### src/design/apc_pkg.sv
`timescale 1ns / 1ps
`default_nettype none
// shared types and constants of the alpha premultiply converter
// used by every module and by the channel interfaces; no dependencies

package apc_pkg;

   localparam int PIXEL_W     = 32;
   localparam int CHAN_W      = 8;
   localparam int NUM_COLORS  = 3;
   localparam int ALPHA_LSB   = NUM_COLORS * CHAN_W;
   // quotient bits resolved in each divider stage
   localparam int DIV_STEPS   = 2;
   localparam int DIV_STAGES  = CHAN_W / DIV_STEPS;

   localparam logic [CHAN_W-1:0] CHAN_MAX = 8'd255;

   typedef enum logic {
      MODE_PREMULTIPLY   = 1'b0,
      MODE_UNPREMULTIPLY = 1'b1
   } mode_type;

   // restoring division state of one color channel
   typedef struct packed {
      logic [CHAN_W-1:0] rem;
      logic [CHAN_W-1:0] low;
      logic [CHAN_W-1:0] quo;
   } div_type;

   typedef struct packed {
      logic [PIXEL_W-1:0]                     pixel;
      mode_type                               mode;
      logic [NUM_COLORS-1:0]                  sat;
      logic [NUM_COLORS-1:0][CHAN_W-1:0]      prem;
      div_type [NUM_COLORS-1:0]               div;
   } item_type;

endpackage

`default_nettype wire

### src/design/apc_req_if.sv
`timescale 1ns / 1ps
`default_nettype none
// input pixel channel: valid, ready and the pixel payload
// depends on apc_pkg for the pixel width

interface apc_req_if;
   logic                        valid;
   logic                        ready;
   logic [apc_pkg::PIXEL_W-1:0] pixel_in;

   modport source (output valid, output pixel_in, input ready);
   modport sink   (input valid, input pixel_in, output ready);
endinterface

`default_nettype wire

### src/design/apc_rsp_if.sv
`timescale 1ns / 1ps
`default_nettype none
// result pixel channel: valid, ready and the converted pixel payload
// depends on apc_pkg for the pixel width

interface apc_rsp_if;
   logic                        valid;
   logic                        ready;
   logic [apc_pkg::PIXEL_W-1:0] pixel_out;

   modport source (output valid, output pixel_out, input ready);
   modport sink   (input valid, input pixel_out, output ready);
endinterface

`default_nettype wire

### src/design/apc_front.sv
`timescale 1ns / 1ps
`default_nettype none
// first pipeline stage: splits the pixel, forms color*alpha products,
// the dividends color*255 and the saturation flags; depends on apc_pkg

module apc_front (
   input  wire logic                        clock,
   input  wire logic                        reset,
   input  wire logic                        in_valid,
   output      logic                        in_ready,
   input  wire logic [apc_pkg::PIXEL_W-1:0] in_pixel,
   input  wire apc_pkg::mode_type           in_mode,
   output      logic                        out_valid,
   input  wire logic                        out_ready,
   output      apc_pkg::item_type           out_item
);
   import apc_pkg::*;

   logic     valid_ff, valid_in;
   item_type item_ff, item_in;

   always_comb begin
      item_in       = '0;
      item_in.pixel = in_pixel;
      item_in.mode  = in_mode;
      for (int i = 0; i < NUM_COLORS; i++) begin : chan
         logic [CHAN_W-1:0]   c;
         logic [CHAN_W-1:0]   a;
         logic [2*CHAN_W-1:0] prod;
         logic [2*CHAN_W-1:0] n;
         c    = in_pixel[i*CHAN_W +: CHAN_W];
         a    = in_pixel[ALPHA_LSB +: CHAN_W];
         prod = {{CHAN_W{1'b0}}, c} * {{CHAN_W{1'b0}}, a};
         // color*255 as color*256 - color
         n    = {c, {CHAN_W{1'b0}}} - {{CHAN_W{1'b0}}, c};
         item_in.prem[i]    = prod[2*CHAN_W-1:CHAN_W];
         item_in.sat[i]     = (c >= a);
         item_in.div[i].rem = n[2*CHAN_W-1:CHAN_W];
         item_in.div[i].low = n[CHAN_W-1:0];
         item_in.div[i].quo = '0;
      end
   end

   assign in_ready = !valid_ff || out_ready;
   assign valid_in = in_ready ? in_valid : valid_ff;

   always_ff @(posedge clock) begin
      if (reset) begin
         valid_ff <= 1'b0;
      end else begin
         valid_ff <= valid_in;
      end
   end

   always_ff @(posedge clock) begin
      if (in_ready && in_valid) begin
         item_ff <= item_in;
      end
   end

   assign out_valid = valid_ff;
   assign out_item  = item_ff;

endmodule

`default_nettype wire

### src/design/apc_div_stage.sv
`timescale 1ns / 1ps
`default_nettype none
// one divider stage: resolves DIV_STEPS quotient bits of color*255/alpha
// for all color channels by restoring compare and subtract; depends on apc_pkg

module apc_div_stage (
   input  wire logic              clock,
   input  wire logic              reset,
   input  wire logic              in_valid,
   output      logic              in_ready,
   input  wire apc_pkg::item_type in_item,
   output      logic              out_valid,
   input  wire logic              out_ready,
   output      apc_pkg::item_type out_item
);
   import apc_pkg::*;

   logic     valid_ff, valid_in;
   item_type item_ff, item_in;

   always_comb begin
      item_in = in_item;
      for (int i = 0; i < NUM_COLORS; i++) begin : chan
         logic [CHAN_W-1:0] a;
         logic [CHAN_W:0]   trial;
         div_type           d;
         a = in_item.pixel[ALPHA_LSB +: CHAN_W];
         d = in_item.div[i];
         for (int s = 0; s < DIV_STEPS; s++) begin
            // remainder stays below alpha, so the trial fits one extra bit
            trial = {d.rem, d.low[CHAN_W-1]};
            d.low = {d.low[CHAN_W-2:0], 1'b0};
            if (trial >= {1'b0, a}) begin
               trial = trial - {1'b0, a};
               d.quo = {d.quo[CHAN_W-2:0], 1'b1};
            end else begin
               d.quo = {d.quo[CHAN_W-2:0], 1'b0};
            end
            d.rem = trial[CHAN_W-1:0];
         end
         item_in.div[i] = d;
      end
   end

   assign in_ready = !valid_ff || out_ready;
   assign valid_in = in_ready ? in_valid : valid_ff;

   always_ff @(posedge clock) begin
      if (reset) begin
         valid_ff <= 1'b0;
      end else begin
         valid_ff <= valid_in;
      end
   end

   always_ff @(posedge clock) begin
      if (in_ready && in_valid) begin
         item_ff <= item_in;
      end
   end

   assign out_valid = valid_ff;
   assign out_item  = item_ff;

endmodule

`default_nettype wire

### src/design/apc_pack.sv
`timescale 1ns / 1ps
`default_nettype none
// last pipeline stage: picks product, quotient or saturated value per color,
// handles zero alpha and holds the output register; depends on apc_pkg

module apc_pack (
   input  wire logic                        clock,
   input  wire logic                        reset,
   input  wire logic                        in_valid,
   output      logic                        in_ready,
   input  wire apc_pkg::item_type           in_item,
   output      logic                        out_valid,
   input  wire logic                        out_ready,
   output      logic [apc_pkg::PIXEL_W-1:0] out_pixel
);
   import apc_pkg::*;

   logic               valid_ff, valid_in;
   logic [PIXEL_W-1:0] pixel_ff, pixel_in;
   logic [CHAN_W-1:0]  alpha;
   logic               alpha_zero;

   assign alpha      = in_item.pixel[ALPHA_LSB +: CHAN_W];
   assign alpha_zero = (alpha == '0);

   always_comb begin
      pixel_in = '0;
      pixel_in[ALPHA_LSB +: CHAN_W] = alpha;
      for (int i = 0; i < NUM_COLORS; i++) begin
         unique case (in_item.mode)
            MODE_PREMULTIPLY:   pixel_in[i*CHAN_W +: CHAN_W] = in_item.prem[i];
            MODE_UNPREMULTIPLY: pixel_in[i*CHAN_W +: CHAN_W] =
                                   in_item.sat[i] ? CHAN_MAX : in_item.div[i].quo;
            default:            pixel_in[i*CHAN_W +: CHAN_W] = in_item.prem[i];
         endcase
      end
      if (alpha_zero) begin
         // transparent pixel: cleared when premultiplying, kept as is otherwise
         pixel_in = (in_item.mode == MODE_PREMULTIPLY) ? '0 : in_item.pixel;
      end
   end

   assign in_ready = !valid_ff || out_ready;
   assign valid_in = in_ready ? in_valid : valid_ff;

   always_ff @(posedge clock) begin
      if (reset) begin
         valid_ff <= 1'b0;
      end else begin
         valid_ff <= valid_in;
      end
   end

   always_ff @(posedge clock) begin
      if (in_ready && in_valid) begin
         pixel_ff <= pixel_in;
      end
   end

   assign out_valid = valid_ff;
   assign out_pixel = pixel_ff;

endmodule

`default_nettype wire

### src/design/alpha_premultiply_converter_unit.sv
`timescale 1ns / 1ps
`default_nettype none
// Alpha premultiply converter: converts one 32-bit BGRA pixel per transfer
// (blue in bits 7:0, alpha in 31:24) between straight and premultiplied alpha.
// csr_write_data selects the mode: 0 multiplies each color by alpha and keeps
// the upper byte, with a zero-alpha pixel cleared to zero; 1 divides each color
// back as color*255/alpha, saturating at 255, and passes a zero-alpha pixel
// through unchanged. Alpha is always kept. The block takes one pixel every
// clock while rsp.ready stays high and passes each result in order through
// one stage for the products and dividends, four divider stages of two
// quotient bits each, and the output register. Every stage holds its item
// under back-pressure, so rsp.ready may drop at any time. Write the mode only
// while no pixel is in flight.
// depends on apc_pkg, apc_req_if, apc_rsp_if, apc_front, apc_div_stage, apc_pack

module alpha_premultiply_converter_unit (
   input  wire logic clock,
   input  wire logic reset,
   apc_req_if.sink   req,
   apc_rsp_if.source rsp,
   input  wire logic csr_write_enable,
   input  wire logic csr_write_data
);
   import apc_pkg::*;

   mode_type mode_ff, mode_in;

   logic     stage_valid [DIV_STAGES+1];
   logic     stage_ready [DIV_STAGES+1];
   item_type stage_item  [DIV_STAGES+1];

   assign mode_in = csr_write_enable ? mode_type'(csr_write_data) : mode_ff;

   always_ff @(posedge clock) begin
      if (reset) begin
         mode_ff <= MODE_PREMULTIPLY;
      end else begin
         mode_ff <= mode_in;
      end
   end

   apc_front u_front (
      .clock     (clock),
      .reset     (reset),
      .in_valid  (req.valid),
      .in_ready  (req.ready),
      .in_pixel  (req.pixel_in),
      .in_mode   (mode_ff),
      .out_valid (stage_valid[0]),
      .out_ready (stage_ready[0]),
      .out_item  (stage_item[0])
   );

   for (genvar g = 0; g < DIV_STAGES; g++) begin : g_div
      apc_div_stage u_div (
         .clock     (clock),
         .reset     (reset),
         .in_valid  (stage_valid[g]),
         .in_ready  (stage_ready[g]),
         .in_item   (stage_item[g]),
         .out_valid (stage_valid[g+1]),
         .out_ready (stage_ready[g+1]),
         .out_item  (stage_item[g+1])
      );
   end

   apc_pack u_pack (
      .clock     (clock),
      .reset     (reset),
      .in_valid  (stage_valid[DIV_STAGES]),
      .in_ready  (stage_ready[DIV_STAGES]),
      .in_item   (stage_item[DIV_STAGES]),
      .out_valid (rsp.valid),
      .out_ready (rsp.ready),
      .out_pixel (rsp.pixel_out)
   );

endmodule

`default_nettype wire
### src/flat_wrapper.sv
// flat-port wrapper written by rule: the top's interface ports become plain ports
module alpha_premultiply_converter_unit_flat import apc_pkg::*;
  (clock, reset, csr_write_enable, csr_write_data, req_valid, req_pixel_in, req_ready, rsp_valid, rsp_pixel_out, rsp_ready);
  apc_req_if req_i ();
  apc_rsp_if rsp_i ();
  input  wire logic clock;
  input  wire logic reset;
  input  wire logic csr_write_enable;
  input  wire logic csr_write_data;
  input wire logic [$bits(req_i.valid)-1:0] req_valid;
  input wire logic [$bits(req_i.pixel_in)-1:0] req_pixel_in;
  output wire logic [$bits(req_i.ready)-1:0] req_ready;
  output wire logic [$bits(rsp_i.valid)-1:0] rsp_valid;
  output wire logic [$bits(rsp_i.pixel_out)-1:0] rsp_pixel_out;
  input wire logic [$bits(rsp_i.ready)-1:0] rsp_ready;
  assign req_i.valid = req_valid;
  assign req_i.pixel_in = req_pixel_in;
  assign req_ready = req_i.ready;
  assign rsp_valid = rsp_i.valid;
  assign rsp_pixel_out = rsp_i.pixel_out;
  assign rsp_i.ready = rsp_ready;
  alpha_premultiply_converter_unit u_core (.clock(clock), .reset(reset), .req(req_i), .rsp(rsp_i), .csr_write_enable(csr_write_enable), .csr_write_data(csr_write_data));
endmodule
### config.mk
export PLATFORM = sky130hd
export DESIGN_NAME = alpha_premultiply_converter_unit_flat
export DESIGN_NICKNAME = d
export VERILOG_FILES = /design/src/design/apc_pkg.sv /design/src/design/apc_req_if.sv /design/src/design/apc_rsp_if.sv /design/src/design/apc_front.sv /design/src/design/apc_div_stage.sv /design/src/design/apc_pack.sv /design/src/design/alpha_premultiply_converter_unit.sv /design/src/flat_wrapper.sv
export SDC_FILE = /design/constraint.sdc
export NUM_CORES = 1
export LEC_CHECK = 0
export BUFFER_PORTS_ARGS = -buffer_cell sky130_fd_sc_hd__buf_2
export CAP_MARGIN = 0
export CORE_ASPECT_RATIO = 1.4
export CORE_MARGIN = 8
export CORE_UTILIZATION = 50
export CTS_CLUSTER_SIZE = 28
export DETAILED_ROUTE_END_ITERATION = 7
export PLACE_DENSITY = 0.66
export SETUP_SLACK_MARGIN = 0.02
export SLEW_MARGIN = 10
export SYNTH_ARGS = -nofsm -noshare
export SYNTH_HDL_FRONTEND = slang
export SYNTH_SLANG_ARGS = --single-unit
### constraint.sdc
create_clock -name clock -period 21.7 [get_ports clock]
set_input_delay 4.34 -clock clock [delete_from_list [all_inputs] [get_ports clock]]
set_output_delay 4.34 -clock clock [all_outputs]
set_load 0.005 [all_outputs]
# Word-level counts from Yosys, hierarchy flattened
# Cells that the tools add are included.
totals:
  mem_bits_ro: 0
  ramBits: 0
  ff_bits: 555
  output_inout_bits: 34
  input_bits: 38
  n_memories: 0
  latch_bits: 0
classes:
  eq_ne: 0
  shift: 0
  addsub: 24
  bitwise_logic: 1
  div: 0
  multipliers: 3
  n_mux: 53
  order_cmp: 27
  n_reduce_logical: 19
op_table:
  columns: ["operator", "n"]
  rows:
  - ["9-bit by 8-bit >= comparator with 1-bit output", 24]
  - ["8-bit 2-to-1 mux", 24]
  - ["8-bit subtractor", 21]
  - ["32-bit 2-to-1 mux", 2]
  - ["8-bit by 8-bit multiplier with 16-bit output", 3]
  - ["8-bit case mux with 2 select lines", 3]
  - ["16-bit by 8-bit subtractor with 16-bit output", 3]
  - ["8-bit >= comparator", 3]
  - ["1-bit 2-to-1 mux", 24]
  - ["8-bit zero test", 1]
  - ["1-bit logical AND", 6]
  - ["1-bit zero test", 6]
  - ["1-bit logical OR", 6]
  - ["1-bit NOT", 1]

# Longest topological paths before layout
# Gate-level depths: netlist (run 1).
logic_depth:
  depth_word: 8
  depth_mapped: 18
  depth_no_buf: 18

# By module
# From an unflattened synthesis (run 1), not the netlist that was laid out.
unflattened:
  cells_unflattened: 3030
  hier_area_um2: 38468.1
modules_own_cells:
  columns: ["mod", "cells_each", "area_per_inst_um2", "seq_area_each_um2", "n_inst"]
  rows:
  - ["apc_div_stage at u_core.g_div[1].u_div ...", 464, 6485.0, 3803.6, 2]
  - ["apc_front", 988, 10615.2, 3173.0, 1]
  - ["apc_div_stage at u_core.g_div[0].u_div", 473, 6542.5, 3803.6, 1]
  - ["apc_div_stage at u_core.g_div[2].u_div", 471, 6518.8, 3803.6, 1]
  - ["apc_pack", 167, 1788.0, 980.9, 1]
  - ["alpha_premultiply_converter_unit", 3, 33.8, 20.0, 1]

# Least setup slack after synthesis (run 1)
# Ideal clock, no wire load.
synth_timing:
  path_kind: "input port to flip-flop"
  startpoint: "in rsp_ready"
  endpoint: "reg u_core.g_div[1].u_div.item_ff (netlist bit u_core.g_div[1].u_div.out_item[0]), enable pin"
  required_time_ns: 20.971
  setup_ns: 0.729
  setup_slack_ns: 8.641
  t_arrival_ns: 12.330
  stages: 4
  cell_sequence: "nor2b_1 -> and3_1 -> clkbuf_1 -> a21boi_0"
synth_via:
  elab_chain_len: 5
synth_lines:
  columns: ["item", "line", "rtl"]
  rows:
  - ["from (decl)", "flat_wrapper.sv:15", "input wire logic [$bits(rsp_i.ready)-1:0] rsp_ready;"]
  - ["1-bit logical OR", "apc_pack.sv:43", "assign in_ready = !valid_ff || out_ready;"]
  - ["1-bit logical OR (3 in a row)", "apc_div_stage.sv:45", "assign in_ready = !valid_ff || out_ready;"]
  - ["1-bit logical AND", "apc_div_stage.sv:57", "if (in_ready && in_valid) begin"]
  - ["to (signal assigned)", "apc_div_stage.sv:58", "item_ff <= item_in;"]
  - ["to (decl)", "apc_div_stage.sv:19", "item_type item_ff, item_in;"]
# Every way passes these cells.
# A chain may end at the register's enable or synchronous reset.

# Final worst setup path (run 1)
layout_timing:
  startpoint: "in rsp_ready"
  endpoint: "out req_ready"
layout_via:
  elab_chain_len: 6
layout_lines:
  columns: ["item", "line", "rtl"]
  rows:
  - ["1-bit logical OR", "apc_pack.sv:43", null]
  - ["1-bit logical OR (4 in a row)", "apc_div_stage.sv:45", null]
  - ["1-bit logical OR", "apc_front.sv:44", "assign in_ready = !valid_ff || out_ready;"]
  - ["to (decl)", "flat_wrapper.sv:12", "output wire logic [$bits(req_i.ready)-1:0] req_ready;"]
# Every way passes these cells.

==> results of run 1 <==
-- layout by cell type, fill, tap and decap left out, drive strengths merged, types with 6 or more instances in the layout --
master,Yosys,layout
edfxtp,536,536
ha,339,339
inv,256,259
nor2,192,192
nand2,161,161
o21ai,137,137
fa,126,126
a21oi,118,118
and2,106,106
mux2,99,99
buf,8,87
xnor2,81,81
clkbuf,52,57
a21o,50,50
nor3,39,39
o21a,37,37
o211ai,37,37
nor2b,35,35
xor2,34,34
clkinv,7,30
nand4,26,26
nand2b,22,22
mux2i,22,22
nand3,18,18
o21bai,18,18
a21boi,18,18
or3,16,16
a211oi,15,15
o31a,13,13
o31ai,13,13
or2,11,11
bufinv,0,9
dfxtp,7,7
nor4,6,6
a2111oi,6,6
a31oi,6,6
-- registers in the layout (all words and copies together), names as in the netlist --
name and cells:
u_core.g_div.u_div.out_item 399, u_core.u_front.out_item 105, u_core.u_pack.out_pixel 32, u_core.g_div.u_div.out_valid 4, u_core.mode_ff 1, u_core.u_front.out_valid 1
u_core.u_pack.out_valid 1
-- layout make-up --
type | count | area [um^2]
clock inverters | 39 | 463
repair buffers | 87 | 475
well taps | 847 | 1060
inverters | 263 | 987
multi-input cells | 1868 | 15700
flip-flops and latches | 543 | 16200
fillers | 5383 | 29300
clock buffers | 57 | 1320
-- cell usage after synthesis (all sizes together), types with 7 or more instances --
library cell / instances
a21oi: 118
nor2b: 35
or2: 11
nand2b: 22
o31ai: 13
inv: 256
nand4: 26
buf: 8
nand2: 161
mux2i: 22
nor3: 39
o31a: 13
mux2: 99
xnor2: 81
a21o: 50
fa: 126
nand3: 18
edfxtp: 536
dfxtp: 7
ha: 339
or3: 16
clkinv: 7
clkbuf: 52
o211ai: 37
xor2: 34
nor2: 192
a211oi: 15
o21a: 37
a21boi: 18
o21ai: 137
and2: 106
o21bai: 18
-- how the worst min path moves through the flow --
stage / from / end / slack, ps / cells past startpoint
after floorplan: u_core.u_front.out_item[100]$_DFFE_PP_ / u_core.g_div[0].u_div.out_item[100]$_DFFE_PP_ / 400 / 0
after global placement: u_core.g_div[2].u_div.out_item[92]$_DFFE_PP_ / u_core.g_div[3].u_div.out_item[92]$_DFFE_PP_ / 400 / 0
after detailed placement: u_core.u_front.out_item[11]$_DFFE_PP_ / u_core.g_div[0].u_div.out_item[13]$_DFFE_PP_ / 400 / 0
after CTS: u_core.g_div[0].u_div.out_item[120]$_DFFE_PP_ / u_core.g_div[1].u_div.out_item[120]$_DFFE_PP_ / 410 / 0
after global routing: u_core.g_div[2].u_div.out_item[53]$_DFFE_PP_ / u_core.g_div[3].u_div.out_item[55]$_DFFE_PP_ / 420 / 0
final: u_core.g_div[0].u_div.out_item[120]$_DFFE_PP_ / u_core.g_div[1].u_div.out_item[120]$_DFFE_PP_ / 410 / 0
-- routing by layer --
metal	vias up	global-route usage (%)	routed length, um
li1	9992	-	-
met1	10200	23.5	30200
met2	438	34.7	36900
met3	150	2.15	2360
met4	2	8.70	3400
met5	-	0	15
-- where the power goes --
group          internal [mW]  total [mW]  leakage [nW]  switching (mW)
Combinational          0.622        1.35          8.72           0.732
Clock                  0.549       0.933         0.857           0.385
Sequential              1.33        1.38          5.02          0.0548
Total                   2.50        3.67          14.6            1.17
-- stage by stage --
step	worst slack [ps]	std cells	power, mW	hold slack, ps	instance area [um^2]
floorplan	8640	2734	2.44	400	33100
global placement	11910	3608	2.70	400	34500
detailed placement	11850	3608	2.75	405	34500
CTS	11840	3704	3.69	406	36300
global route	11740	3704	3.90	415	36300
finish	11830	3704	3.67	410	36300
-- worst max-delay path, cell delays in order --
cell and delay (ps):
sky130_fd_sc_hd__buf_2 100, sky130_fd_sc_hd__nor2b_1 230, sky130_fd_sc_hd__and3_1 470, sky130_fd_sc_hd__nand4_1 210, sky130_fd_sc_hd__buf_2 180
-- cell families after synthesis --
| logic type | after synthesis |
|---|---|
| AO/OA/AOI/OAI | 517 |
| multiplexers | 121 |
| flip-flops | 543 |
| adder cells (fa/ha/maj) | 465 |
| AND/OR/NAND/NOR | 650 |
| XOR/XNOR | 115 |
| buffers and inverters | 323 |
==> implementation parameters, run 1 <==
Parameter                              Value

Run status
  Status ... completed

Logic synthesis
  Seq/Total Area, Yosys ... 49.0%
  Dominant cells by area after synthesis ... sky130_fd_sc_hd__edfxtp_1 49%, sky130_fd_sc_hd__ha_1 13%, sky130_fd_sc_hd__fa_1 7.6%, sky130_fd_sc_hd__mux2_2 3.1%, sky130_fd_sc_hd__inv_1 2.9%
  Area share of the leading cell type in the synthesized netlist ... 48.6%
  Multiplexer share of the synthesized area ... 4.10%
  Async set or reset register ratio after synthesis ... 0%
  Biggest area consumer among synthesized cells ... sky130_fd_sc_hd__edfxtp_1
  Synthesized instance count ... 2734
  Share of the synthesized netlist area taken by xor and xnor gates ... 3.04%
  Area of the mapped netlist ... 33100 um^2
  Top FF cell, synth ... sky130_fd_sc_hd__edfxtp_1
  Synth unique cells ... 78
  Share of the synthesized area in compound gates (AO/OA/AOI/OAI) ... 10.3%
  Main combinational cell family by area after synthesis ... adder cells
  Synthesized netlist net count ... between 3000 and 4000
  Adder-cell area share of the yosys netlist ... between 20 and 25%
  Synth warn ... 0
  Post-synthesis share of cell area spent on and, or, nand and nor gates ... 9.45%
  Mean instance size in the synthesized netlist ... 12.1 um^2
  Synthesized flop and latch total ... between 500 and 600
  Number of enable flip-flop cells after synthesis ... 536

Clocking
  Count of H-tree levels built during CTS ... 2
  CTS root buf ... sky130_fd_sc_hd__clkbuf_16
  Clock Sink Count ... 543
  CTS tree ... done
  Post-CTS setup buffer count ... 0
  Latest clock arrival within the worst-skew pair ... 610 ps
  CTS resizes ... 0
  Clock transition at the registers of the reported paths ... 60 ps
  Number of CTS-inserted buffers ... slightly above 50
  Post-cts hold buffer count ... 0
  Clock Tree Buf Depth ... 3

Timing
  Slew headroom ... 26.1%
  Post-route clock skew ... 23.3 ps
  Least-Margin Pin Slew ... 1090 ps
  Final Cycle Share ... a little under half
  Final slew viol count ... 0
  Final-report hold violation count ... 0
  Unrepaired setup endpoints after global routing ... false
  Clock period minus worst slack ... between 9000 and 10000 ps
  Maximum clock frequency ... about 100 MHz
  Final Setup Violations ... 0
  Sum Neg Setup Slack ... 0 ps

Global routing
  Pin count of the biggest net entering global routing ... 85
  Number of antenna violations at the first check in global routing ... 1
  Overall fraction of global-route tracks in use ... 19.5%
  Wire length of the first global-routing pass ... 115 mm
  Number of global-route vias before repair ... 21300
  Global-route congestion overflow total ... 0

Pwr
  Leakage power figure ... between 10 and 15 nW
  Worst vdd rail ir drop ... a little under 0.00006 V
  Power density normalized to cell area ... 101 nW/um^2

Worst setup path
  Crit path to ... req_ready
  Start-to-end type of the worst setup path ... in2out
  CP arrival ... between 5000 and 6000 ps
  Launching instance or port of the critical path ... rsp_ready
  Flop2flop setup slack ... 16450 ps
  Max Fanout on Critical Path ... 7
  Reg-to-reg startpoint ... u_core.u_front.out_item[128]$_DFFE_PP_
  Required time of the critical path ... 17360 ps
  Worst reg-to-reg path cell count ... 15
  Startpoint type of the worst setup path ... input port
  FF-to-FF End ... u_core.g_div[0].u_div.out_item[21]$_DFFE_PP_
  Endpoint kind of the worst setup timing path ... output pin

Placement
  Routability-driven placement congestion ratio ... 0.865
  Detail Placement HPWL ... ~55 mm
  Total of buffers placed on input and output ports ... 71

Floorplan
  Floorplan core area ... 65600 um^2
  Boundary Pins ... 72
  Die Footprint ... 74900 um^2
  Die boundary width ... 234 um
  Initial Utilization ... 50.6%
  Die height ... between 300 and 400 um
  Standard-cell row count ... 111

Hold path
  Worst min-delay path class ... reg2reg

Detailed routing
  Residual DRC ... 0
  Violation count after the first detailed-route iteration ... 1112
  Final ANT Viol Nets ... 0
  Average vias per placed instance ... 5.60
  Final Routed Wirelength ... around 73 mm
  First-pass detailed-route iteration total ... 5
  Routed via count ... 20700
  Avg WL per Cell ... between 15 and 20 um

Finish
  Fin nets ... 3317
  Antenna diode count ... 0
  Post-route core utilization ... 55.3%
  Area Growth Syn to Fin ... 9.44%
  Fraction of final layout cells sized beyond drive strength 1 ... approximately a tenth

Run
  Max-Cap Viols ... 0
No activity file was read; power rests on OpenSTA's default activity.
==> inputs of run 2 (changes only) <==
==> constraint.sdc (replaced) <==
create_clock -name clock -period 9.71 [get_ports clock]
set_input_delay 1.942 -clock clock [delete_from_list [all_inputs] [get_ports clock]]
set_output_delay 1.942 -clock clock [all_outputs]
set_load 0.005 [all_outputs]
==> run 2 against run 1 <==
Sequential cell count stayed put. Global-route usage is 0.11 points higher. Cell area is 0.55% lower. Count of clock-buffer cells in the layout is 5 higher. Cell count is 0.24% lower. Clock power is 100% higher. Largest cell class unchanged. Wire length is 0.62% higher.
==> implementation parameters, run 2 (synthesized netlist as in run 1, its figures left out) <==
Parameter                              Value

Run status
  Status ... completed

Finish
  Fin nets ... 3314 (-0.090%)
  Final design area excluding fillers ... 36100 um^2 (-0.55%)
  Area of the multi-input gates ... 15700 um^2 (unchanged)
  Number of flip-flops in the largest register ... 399 (unchanged)
  Post-route core utilization ... 55.0% (-0.30 points)
  Register area ... 16200 um^2 (unchanged)
  Fraction of final layout cells sized beyond drive strength 1 ... 10.4% (-0.28 points)
  Leading cell types in the layout, fill and taps excluded ... 536 x sky130_fd_sc_hd__edfxtp_1, 339 x sky130_fd_sc_hd__ha_1, 253 x sky130_fd_sc_hd__inv_1
  Most common library cell in the layout ignoring fill and taps ... sky130_fd_sc_hd__edfxtp_1
  Filler-free cell count of the finished design ... 3695 (-0.24%)
  Area Growth Syn to Fin ... 8.84%
  Count of filler cells inserted in the layout ... 5409 (+0.48%)
  Antenna diode count ... 0 (unchanged)

Detailed routing
  Avg WL per Cell ... 19.8 um (+0.87%)
  Residual DRC ... 0 (unchanged)
  Violation count after the first detailed-route iteration ... 990 (-11%)
  Final Routed Wirelength ... 73.3 mm (+0.62%)
  Average vias per placed instance ... 5.57 (-0.42%)
  First-pass detailed-route iteration total ... 5 (unchanged)
  Routed via count ... 20600 (-0.67%)
  Final ANT Viol Nets ... 0 (unchanged)

Clocking
  Count of H-tree levels built during CTS ... 2 (unchanged)
  Number of CTS-inserted buffers ... 51 (unchanged)
  Post-CTS setup buffer count ... 0 (unchanged)
  Clock Sink Count ... 543 (unchanged)
  Clock transition at the registers of the reported paths ... 60 ps (about the same)
  CTS resizes ... 0 (unchanged)
  Clock Tree Buf Depth ... 3 (unchanged)
  CTS tree ... done
  Post-cts hold buffer count ... 0 (unchanged)
  Latest clock arrival within the worst-skew pair ... 600 ps (about the same)
  CTS root buf ... sky130_fd_sc_hd__clkbuf_16

Placement
  Total of buffers placed on input and output ports ... 71 (unchanged)
  Cell area reported after detailed placement ... 34500 um^2 (about the same)
  Detail Placement HPWL ... 56.1 mm (+2.0%)
  Dpl ws ... 2460 ps (-9390 ps)
  Routability-driven placement congestion ratio ... 0.902 (+4.3%)
  Number of instances in the placed design ... 3605 (-0.083%)

Global routing
  Number of global-route vias before repair ... 21500 (+0.89%)
  M2 GR Usage ... 34.9% (+0.14 points)
  Pin count of the biggest net entering global routing ... 85 (unchanged)
  Number of antenna violations at the first check in global routing ... 0 (-1)
  GR met3 Demand/Resource ... 2.18% (+0.035 points)
  Most Used Layer, Global Route ... met2
  Wire length of the first global-routing pass ... 115 mm (+0.32%)
  Global-route congestion overflow total ... 0 (unchanged)
  Overall fraction of global-route tracks in use ... 19.6% (+0.11 points)
  Met1 Usage GRT ... 23.0% (-0.49 points)

Run
  Max-Cap Viols ... 0 (unchanged)

Pwr
  Power density normalized to cell area ... 223 nW/um^2 (+120%)
  Leakage power figure ... 14.5 nW (-0.67%)
  Flop pwr share ... 38.4% (+0.7 points)
  Worst vdd rail ir drop ... 0.000124 V (+110%)
  Net switching share of the total power ... 32.5% (+0.61 points)
  Switching pwr ... 2.61 mW (+120%)
  Internal power ... 5.42 mW (+120%)
  Overall Power ... 8.03 mW (+120%)
  Share of total power in the clock network ... 23.8% (-1.6 points)
  Share of total power in combinational logic ... 37.8% (+0.9 points)

Worst setup path
  CP arrival ... 7000 ps (+1470 ps)
  Max Fanout on Critical Path ... 22 (+15)
  Required time of the critical path ... 10060 ps (-7300 ps)
  Endpoint kind of the worst setup timing path ... flop
  Start-to-end type of the worst setup path ... in2reg
  Startpoint type of the worst setup path ... input port
  Reg-to-reg startpoint ... u_core.u_front.out_item[128]$_DFFE_PP_
  Launching instance or port of the critical path ... req_pixel_in[31]

Hold path
  Worst min-delay path class ... reg2reg
  Beginning of the worst hold path ... u_core.g_div[2].u_div.out_item[123]$_DFFE_PP_

Floorplan
  Boundary Pins ... 72 (unchanged)
  Initial Utilization ... 50.6% (unchanged)
  Floorplan core area ... 65600 um^2 (unchanged)
  Die boundary width ... 234 um (unchanged)
  Standard-cell row count ... 111 (unchanged)
  Die Footprint ... 74900 um^2 (unchanged)
  Die height ... 321 um (unchanged)

Timing
  Final slew viol count ... 0 (unchanged)
  Final Setup Violations ... 0 (unchanged)
  Maximum clock frequency ... 150 MHz
  Slew headroom ... 27.6% (+1.5 points)
  Clock period minus worst slack ... 6650 ps
  Final-report hold violation count ... 0 (unchanged)
  Post-route clock skew ... 34.3 ps (+11.0 ps)
  Final Hold Slack ... 401 ps (-8.76 ps)
  Final Worst Setup Slack ... 3060 ps (-8770 ps)
  Final Cycle Share ... 68.5%
  Sum Neg Setup Slack ... 0 ps (unchanged)
  Least-Margin Pin Slew ... 1090 ps (-8.59 ps)
  Unrepaired setup endpoints after global routing ... false
-- run 2: changes by cell type in the layout (fill, tap and decap cells not counted), sizes merged --
cell and delta:
clkbuf +5, clkinvlp -1, bufinv -6, clkinv -3, inv -1, buf -3
-- run 2: cell type report --
class	instances	share of cell area [%]
Clock buffer	62	3.71
Clock inverter	28	0.746
Inverter	263	2.74
Multi-Input combinational cell	1868	43.6
Sequential cell	543	45.0
Tap cell	847	2.94
Timing Repair Buffer	84	1.26
-- run 2: power groups by stage --
stage	Sequential (mW)	Clock [mW]	Combinational (mW)
5_1_grt	3.10	2.04	3.40
2_1_floorplan	3.07	0	2.38
3_3_place_gp	3.13	0	2.91
6_report	3.09	1.91	3.04
4_1_cts	3.09	1.96	3.05
3_5_place_dp	3.14	0	3.02
-- run 2: layer usage --
| layer | part of all wire, % | vias to the layer above |
|---|---|---|
| met4 | 5.8 | 0 |
| met2 | 50 | 431 |
| li1 | - | 9972 |
| met5 | 0 | - |
| met1 | 41 | 10000 |
| met3 | 3.1 | 171 |
-- run 2: path summary, 6_finish.rpt --
kind                                                        end  slack (ps)  cells past startpoint
setup / recovery          u_core.u_front.out_item[94]$_DFFE_PP_        3060                     17
hold / removal    u_core.g_div[3].u_div.out_item[123]$_DFFE_PP_         400                      0
hold reg to reg   u_core.g_div[3].u_div.out_item[123]$_DFFE_PP_         400                      0
setup reg to reg   u_core.g_div[0].u_div.out_item[19]$_DFFE_PP_        4420                     15
-- run 2: worst max-delay path, stage by stage --
cell and delay, ps:
sky130_fd_sc_hd__buf_2 420, sky130_fd_sc_hd__nand2_1 150, sky130_fd_sc_hd__fa_1 530, sky130_fd_sc_hd__fa_1 560
sky130_fd_sc_hd__inv_1 60, sky130_fd_sc_hd__fa_1 530, sky130_fd_sc_hd__inv_1 50, sky130_fd_sc_hd__fa_1 530
sky130_fd_sc_hd__inv_1 40, sky130_fd_sc_hd__ha_1 300, sky130_fd_sc_hd__a2111oi_0 390, sky130_fd_sc_hd__o21ai_0 210
sky130_fd_sc_hd__o211ai_1 170, sky130_fd_sc_hd__o22ai_1 160, sky130_fd_sc_hd__o41ai_1 620, sky130_fd_sc_hd__o21ba_2 240
sky130_fd_sc_hd__xnor2_1 70
